===== src/design/scc_pkg.sv =====
package scc_pkg;

  localparam int unsigned IterationsDefault = 16;
  localparam int unsigned DataWidthDefault  = 16;
  localparam int unsigned TabLen            = 24;
  localparam int unsigned QueueDepth        = 2;

  // Angles: pi = 2^31, carried in 34 bits so sums past +-pi never wrap.
  localparam int unsigned AngW = 34;
  localparam logic signed [AngW-1:0] AngHalfPi = 34'sd1073741824;

  typedef enum logic [0:0] {
    FuncToSpherical = 1'b0,
    FuncToCartesian = 1'b1
  } func_e;

  // One request as the front end hands it to the back end.
  typedef struct packed {
    logic              func;
    logic              xy_zero;
    logic              all_zero;
    logic signed [16:0] a;   // x, or radius
    logic signed [16:0] b;   // y, or polar (signed, folded to +-pi)
    logic signed [16:0] c;   // z, or azimuth
  } req_t;

  function automatic logic signed [AngW-1:0] atan_lut(input int unsigned i);
    logic signed [AngW-1:0] t;
    t = '0;
    unique case (i)
      0: t = 34'sd536870912;   1: t = 34'sd316933406;
      2: t = 34'sd167458907;   3: t = 34'sd85004756;
      4: t = 34'sd42667331;    5: t = 34'sd21354465;
      6: t = 34'sd10679838;    7: t = 34'sd5340245;
      8: t = 34'sd2670163;     9: t = 34'sd1335087;
      10: t = 34'sd667544;     11: t = 34'sd333772;
      12: t = 34'sd166886;     13: t = 34'sd83443;
      14: t = 34'sd41722;      15: t = 34'sd20861;
      16: t = 34'sd10430;      17: t = 34'sd5215;
      18: t = 34'sd2608;       19: t = 34'sd1304;
      20: t = 34'sd652;        21: t = 34'sd326;
      22: t = 34'sd163;        23: t = 34'sd81;
      default: t = '0;
    endcase
    return t;
  endfunction

  // Restoring long division, used only while the gain constant is elaborated.
  function automatic logic [63:0] udiv64(input logic [63:0] n, input logic [63:0] d);
    logic [63:0] q, r;
    q = '0;
    r = '0;
    for (int i = 63; i >= 0; i--) begin
      r = {r[62:0], n[i]};
      if (r >= d) begin
        r = r - d;
        q[i] = 1'b1;
      end
    end
    return q;
  endfunction

  // CORDIC gain inverse in Q30, evaluated at elaboration.
  function automatic logic [31:0] gain_q30(input int unsigned n);
    logic [63:0] k2, res, bit_v;
    int unsigned m;
    k2 = 64'd1 << 60;
    res = '0;
    bit_v = 64'd1 << 62;
    m = (n > TabLen) ? TabLen : n;
    for (int unsigned i = 0; i < TabLen; i++) begin
      if (i < m) k2 = k2 - udiv64(k2, (64'd1 << (2 * i)) + 64'd1);
    end
    for (int unsigned j = 0; j < 32; j++) begin
      if (bit_v > k2) bit_v = bit_v >> 2;
    end
    for (int unsigned j = 0; j < 32; j++) begin
      if (bit_v != 0) begin
        if (k2 >= res + bit_v) begin
          k2 = k2 - (res + bit_v);
          res = (res >> 1) + bit_v;
        end else begin
          res = res >> 1;
        end
        bit_v = bit_v >> 2;
      end
    end
    return res[31:0];
  endfunction

endpackage


===== src/design/scc_front.sv =====
// Accepts requests, classifies them and keeps a short queue for the back end.
module scc_front (
  input  logic               clk_i,
  input  logic               rst_ni,
  input  logic               valid_i,
  output logic               ready_o,
  input  logic               func_i,
  input  logic signed [15:0] x_in_i,
  input  logic signed [15:0] y_in_i,
  input  logic signed [15:0] z_in_i,
  input  logic [15:0]        radius_in_i,
  input  logic [15:0]        polar_in_i,
  input  logic signed [15:0] azimuth_in_i,
  output logic               req_valid_o,
  input  logic               req_pop_i,
  output scc_pkg::req_t      req_o
);

  localparam int unsigned D = scc_pkg::QueueDepth;
  scc_pkg::req_t q_q [D];
  logic [$clog2(D)-1:0] wp_q, rp_q;
  logic [$clog2(D):0]   cnt_q;
  scc_pkg::req_t r;
  logic push;

  always_comb begin
    r.func = func_i;
    r.xy_zero = (x_in_i == 0) && (y_in_i == 0);
    r.all_zero = r.xy_zero && (z_in_i == 0);
    if (func_i == scc_pkg::FuncToCartesian) begin
      r.a = $signed({1'b0, radius_in_i});
      r.b = $signed({polar_in_i[15], polar_in_i});
      r.c = 17'(azimuth_in_i);
    end else begin
      r.a = 17'(x_in_i);
      r.b = 17'(y_in_i);
      r.c = 17'(z_in_i);
    end
  end

  assign ready_o = (cnt_q != D);
  assign push = valid_i && ready_o;
  assign req_valid_o = (cnt_q != 0);
  assign req_o = q_q[rp_q];

  always_ff @(posedge clk_i) if (push) q_q[wp_q] <= r;

  always_ff @(posedge clk_i or negedge rst_ni) begin
    if (!rst_ni) begin
      wp_q <= '0; rp_q <= '0; cnt_q <= '0;
    end else begin
      if (push) wp_q <= wp_q + 1'b1;
      if (req_pop_i) rp_q <= rp_q + 1'b1;
      cnt_q <= cnt_q + (($clog2(D)+1)'(push)) - (($clog2(D)+1)'(req_pop_i));
    end
  end

endmodule


===== config.mk =====
export PLATFORM = sky130hd
export DESIGN_NAME = scc_front
export DESIGN_NICKNAME = d
export VERILOG_FILES = /design/src/design/scc_pkg.sv /design/src/design/scc_front.sv
export SDC_FILE = /design/constraint.sdc
export NUM_CORES = 1
export LEC_CHECK = 0
export ABC_CLOCK_PERIOD_IN_PS = 5100
export BUFFER_PORTS_ARGS = -buffer_cell sky130_fd_sc_hd__buf_2
export CAP_MARGIN = 20
export CELL_PAD_IN_SITES_DETAIL_PLACEMENT = 1
export CELL_PAD_IN_SITES_GLOBAL_PLACEMENT = 1
export CORE_MARGIN = 1
export CORE_UTILIZATION = 33
export CTS_CLUSTER_DIAMETER = 60
export CTS_CLUSTER_SIZE = 24
export DETAILED_ROUTE_END_ITERATION = 10
export GPL_ROUTABILITY_DRIVEN = 0
export PLACE_DENSITY_LB_ADDON = 0.15
export REMOVE_ABC_BUFFERS = 1
export SLEW_MARGIN = 10
export SYNTH_ARGS = -nofsm -noshare
export SYNTH_HDL_FRONTEND = slang
export SYNTH_SLANG_ARGS = --single-unit

===== constraint.sdc =====
create_clock -name clk_i -period 5.1 [get_ports clk_i]
set_input_delay 0.765 -clock clk_i [delete_from_list [all_inputs] [get_ports clk_i]]
set_output_delay 0.765 -clock clk_i [all_outputs]
set_load 0.005 [all_outputs]

==> out/qor.txt, run 1 <==
Status = completed
Peak supply drop = 0.184 mV
I/O pin count = 157
Final Hold Fails = 0
Area grow syn2layout = 24.7%
Seq/Total Area, Yosys = 68.5%
Std-Cell Core Area = 13,900 um^2
Critical path launch point type = flop
Initial antenna violation count = 0
Clock net sink count = 108
Yosys cell types = 20
Die width = 121 um
Setup Skew = 5.19 ps
Antenna viol nets, final = 0
Setup violators final = 0
Postcts setup bufs = 0
Fmax = 366 MHz
Die Y = 121 um
Crit Path Class = flop to output port
Max Fanout on Critical Path = 46
DRC = 0
Initial Util = 33.9%
Wire length per cell = 16.6 um
PortBufs = 156
Nets = 512
Root buffer cell = clkbuf_16
Yosys warns = 0
Cells after Synth = 251
Final period util = 53.6%
Slew at the pin with the worst max-slew slack = 753 ps
Clock latency on the worst-skew pair = 340 ps
Rows = 43
Drt pass-1 iters = 6
Slew HR = 49.7%
Worst setup EP type = output port
Total negative setup slack = 0 ps
Routed WL = 9840 um
Total track usage = 13.8%
Final min period = 2730 ps
Register bit count reported by yosys = 108
Clk slew on worst S/H paths = 60 ps
Total CTS buffers = 9
Max-slew violations = 0
Share of cells above drive strength 1 = 66.2%
Number of global-route vias before repair = 2,897
Setup ws final = 2370 ps
Vias = 2,733
MaxCap Viol Count = 0
Post-synth top flop = edfxtp_1
Worst Path Arrival = 1970 ps
CTS tree = yes
Resized Gates After CTS = 0
Bufs on Longest Clock Path = 2
Die area = 14,700 um^2
Post-synth EDFFs = 104
Starting DRC count in detailed routing = 93
First-pass GRT wire length = 14,800 um
Worst endpoint required time = 4340 ps
Largest net degree at the start of global routing = 53
Syn avg cell area = 18.7 um^2
Most frequent cells in the layout = buf_2, edfxtp_1, mux2_2
DP Worst Slack = 2570 ps
Most common cell after layout, fill and taps aside = buf_2
Power Density = 464 nW/um^2
Cts hold-fix bufs = 0
Mapped Area = 4700 um^2
Unrepaired setup endpoints after global routing = no
Hpwl dp = 6720 um
ANT cells = 0
H-tree depth = 3
GRT overflow = 0
Vias per cell = 4.62
Worst hold path type = primary input to asynchronous set/reset pin
Post-synth ARST share = 3.70%
P_leak = 2.25 nW
## logic make-up (layout without fill, tap and decap cells)
group / Yosys count / count (layout) / synth area share [%]
fa+ha+maj: 2 / 2 / 0.532
xor+xnor: 4 / 4 / 0.745
simple gates: 23 / 23 / 2.87
compound gates: 1 / 1 / 0.160
mux: 99 / 99 / 24.4
flops: 108 / 108 / 68.5
buf+inv: 14 / 174 / 2.71
## registers in the layout (all words and copies together) (netlist names)
signal / flops
q_q: 104
cnt_q: 2
wp_q: 1
rp_q: 1
## worst max-delay path, cell delays in order (launching register included)
cell,delay [ps]
dfrtp_2,480
buf_4,570
mux2_2,420
buf_2,130
## final cells by class
class | instances | area, um^2
clock buffers | 13 | 240
multi-input cells | 129 | 1360
repair buffers | 160 | 811
well taps | 180 | 225
fillers | 1434 | 8020
flip-flops and latches | 108 | 3220
inverters | 1 | 3.75
## Yosys cell counts, drive strengths merged, types with 2 or more instances
library cell	n	area share, %
mux2	99	24
ha	2	0.53
nor4	12	1.6
edfxtp	104	66
buf	13	2.6
xnor2	3	0.56
nand4	3	0.40
nor2	2	0.16
dfrtp	4	2.1
## where the power goes
| group | leakage, nW | switching (mW) | internal (mW) |
|---|---|---|---|
| Sequential | 1.01 | 0.0589 | 1.23 |
| Combinational | 1.12 | 0.417 | 0.420 |
| Clock | 0.116 | 0.275 | 0.324 |
| Total | 2.25 | 0.751 | 1.97 |
## per-layer routing
metal	vias up	global-route usage, %	share of wire, %
li1	1301	-	-
met1	1337	16.2	42
met2	87	23.7	51
met3	8	4.28	6.2
met4	0	4.63	0.98
met5	-	0	0
## through the flow
stage | hold WS [ps] | instances | instance area, um^2 | power, mW | util [%]
floorplan | 460 | 238 | 4580 | 1.77 | -
global placement | 480 | 578 | 5620 | 2.16 | 40.5
detailed placement | 489 | 578 | 5620 | 2.17 | 40.5
CTS | 214 | 591 | 5860 | 2.78 | 42.2
global route | 211 | 591 | 5860 | 2.89 | 42.2
finish | 220 | 591 | 5860 | 2.72 | 42.2
## path summary, 6_finish.rpt
| path | start | endpoint | slack [ps] | depth (start not counted) |
|---|---|---|---|---|
| max in group asynchronous | rst_ni | rp_q | 4750 | 1 |
| worst max register to register | cnt_q[1] | q_q[0][42] | 2950 | 4 |
| worst min-delay path | rst_ni | cnt_q[1] | 220 | 1 |
| worst max-delay path | rp_q | req_o[23] | 2370 | 3 |
| min in group clk_i | cnt_q[1] | cnt_q[1] | 500 | 1 |
| worst min register to register | cnt_q[1] | cnt_q[1] | 500 | 1 |
(Power assumes the default switching activity.)
==> run 2: changes to the inputs <==
--- a/config.mk
+++ b/config.mk
@@ -5,7 +5,7 @@
 export SDC_FILE = /design/constraint.sdc
 export NUM_CORES = 1
 export LEC_CHECK = 0
-export ABC_CLOCK_PERIOD_IN_PS = 5100
+export ABC_CLOCK_PERIOD_IN_PS = 2500
 export BUFFER_PORTS_ARGS = -buffer_cell sky130_fd_sc_hd__buf_2
 export CAP_MARGIN = 20
 export CELL_PAD_IN_SITES_DETAIL_PLACEMENT = 1
==> constraint.sdc (replaced) <==
create_clock -name clk_i -period 2.5 [get_ports clk_i]
set_input_delay 0.375 -clock clk_i [delete_from_list [all_inputs] [get_ports clk_i]]
set_output_delay 0.375 -clock clk_i [all_outputs]
set_load 0.005 [all_outputs]
==> run 2 against run 1 <==
  * Clock skew barely moved
  * Power rose by 110%
  * Critical path depth did not move
  * Wire length rose by 0.32%
  * Design area rose by 1.3%
  * First-iteration DRC count rose by 27%
  * Worst hold slack improved by 21 ps
  * Sequential share of layout area fell by 0.71 points
==> out/qor.txt, run 2 (synthesized netlist as in run 1, its figures left out) <==
Setup Skew = 5.13 ps (was 5.19 ps)
Area of the multi-input gates = 1360 um^2 (unchanged)
I/O pin count = 157 (unchanged)
Min-delay src = req_pop_i
Area grow syn2layout = 26.3% (was 24.7%)
R2r endpoint = cnt_q[1] (was q_q[0][42])
Rows = 43 (unchanged)
Fin area = 5940 um^2 (was 5860 um^2)
Hpwl dp = 6970 um (was 6720 um)
Met3 Track Usage GR = 4.09% (was 4.28%)
R2R Path Start = cnt_q[1] (unchanged)
Clock latency on the worst-skew pair = 340 ps (about the same)
Clk slew on worst S/H paths = 60 ps (about the same)
Number of global-route vias before repair = 2,935 (was 2,897)
Final period util = 84.1%
Slew at the pin with the worst max-slew slack = 498 ps (was 753 ps)
Most frequent cells in the layout = buf_2, edfxtp_1, mux2_2 (unchanged)
Max reg flops = 104 (unchanged)
Largest register by flop count = q_q (unchanged)
Share of cells above drive strength 1 = 66.0% (was 66.2%)
Root buffer cell = clkbuf_16 (unchanged)
Area post-placement = 5680 um^2 (was 5620 um^2)
Peak supply drop = 0.465 mV (was 0.184 mV)
CTS tree = yes (unchanged)
Status = completed (unchanged)
Clock net sink count = 108 (unchanged)
Reg area = 3220 um^2 (unchanged)
Power Density = 944 nW/um^2 (was 464 nW/um^2)
Drt pass-1 iters = 3 (was 6)
Cts hold-fix bufs = 1 (was 0)
Routed WL = 9870 um (was 9840 um)
First-pass GRT wire length = 15,100 um (was 14,800 um)
Crit Path Class = flop to output port (unchanged)
Initial antenna violation count = 0 (unchanged)
Slowest CP cell = dfrtp_2 (was buf_4)
Flop-to-flop setup slack = 950 ps (was 2950 ps)
P_leak = 2.28 nW (was 2.25 nW)
Worst Path Arrival = 1730 ps (was 1970 ps)
Unrepaired setup endpoints after global routing = no (unchanged)
Max Fanout on Critical Path = 26 (was 46)
Die area = 14,700 um^2 (unchanged)
Worst endpoint required time = 2120 ps (was 4340 ps)
DP Worst Slack = 717 ps (was 2570 ps)
Largest regs = q_q: 104 flops, cnt_q: 2 flops (unchanged)
Die Y = 121 um (unchanged)
Worst hold path type = primary input to flop (was primary input to asynchronous set/reset pin)
Most used routing layer = met2 (unchanged)
Max-slew violations = 0 (unchanged)
Total power = 5.61 mW (was 2.72 mW)
Fmax = 476 MHz
Postcts setup bufs = 0 (unchanged)
Hold Crit Endpoint = rp_q
Vias per cell = 4.63 (was 4.62)
Total track usage = 14.0% (was 13.8%)
Worst-path cell chain = buf_12 -> mux2_2 -> buf_2 (was buf_4 -> mux2_2 -> buf_2)
Hold depth = 2
Setup ws final = 398 ps (was 2370 ps)
Most common cell after layout, fill and taps aside = buf_2 (unchanged)
Max incr delay on CP = 610 ps (was 570 ps)
Total CTS buffers = 9 (unchanged)
Met2 Use GR = 23.5% (was 23.7%)
Vias = 2,752 (was 2,733)
GRT overflow = 0 (unchanged)
Worst setup EP type = output port (unchanged)
Initial Util = 33.9% (unchanged)
Resized Gates After CTS = 0 (unchanged)
Antenna viol nets, final = 0 (unchanged)
Largest net degree at the start of global routing = 53 (unchanged)
PortBufs = 156 (unchanged)
Nets = 514 (was 512)
DRC = 0 (unchanged)
MaxCap Viol Count = 0 (unchanged)
Slew HR = 66.5% (was 49.7%)
Routing usage on met1 = 16.6% (was 16.2%)
Starting DRC count in detailed routing = 118 (was 93)
Wire length per cell = 16.6 um (about the same)
Bufs on Longest Clock Path = 2 (unchanged)
Std-Cell Core Area = 13,900 um^2 (unchanged)
Fillers = 1,451 (was 1,434)
Final min period = 2100 ps
H-tree depth = 3 (unchanged)
Setup violators final = 0 (unchanged)
Path depth of the worst reg2reg path = 7 (was 4)
Die width = 121 um (unchanged)
Critical path launch point type = flop (unchanged)
ANT cells = 0 (unchanged)
Final Hold Fails = 0 (unchanged)
## run 2: changes by cell type in the layout (fill, tap and decap cells not counted), sizes merged
cell	previous run	this run
dlygate4sd3	0	1
clkbuf	13	10
buf	160	161
clkinv	0	5
## run 2: cell type report
type	count	area share, %
sequential	108	54.3
multi-input combinational	129	22.9
timing repair buffer	162	14.8
clock buffer	10	3.85
tap	180	3.79
clock inverter	5	0.337
inverter	1	0.0632
## run 2: per-stage QoR
stage | utilization [%] | setup TNS [ps] | instances | hold WS (ps)
4_1_cts | 42.8 | 0 | 595 | 230
3_3_place_gp | 40.9 | 0 | 579 | 189
3_5_place_dp | 40.9 | 0 | 579 | 191
6_report | 42.8 | 0 | 595 | 241
2_1_floorplan | - | -39320 | 238 | 79.4
5_1_grt | 42.8 | 0 | 595 | 238
## run 2: metal layers
metal  vias to the layer above  part of all wire (%)
li1                       1308                     -
met1                      1344                    42
met2                        88                    50
met3                        12                   6.3
met4                         0                   1.7
met5                         -                     0
## run 2: how the worst max path moves through the flow
stage	from	end	slack (ps)
4_1_cts	rp_q	req_o[26]	340
3_3_place_gp	rp_q	req_o[22]	720
6_report	rp_q	req_o[22]	400
2_1_floorplan	cnt_q[1]	q_q[0][0]	-760
5_1_grt	rp_q	req_o[26]	290
3_5_place_dp	rp_q	req_o[26]	720
## run 2: critical path, delay by kind of cell, from the launching register on
family	cells	cell delay [ps]
multiplexers	1	380
buffers and inverters	2	370
flip-flops	1	610
## run 2: report_power, final
group	internal [mW]	total [mW]	switching, mW
sequential	2.50	2.65	0.155
combinational	0.921	1.73	0.814
clock	0.655	1.22	0.568
total	4.07	5.61	1.54
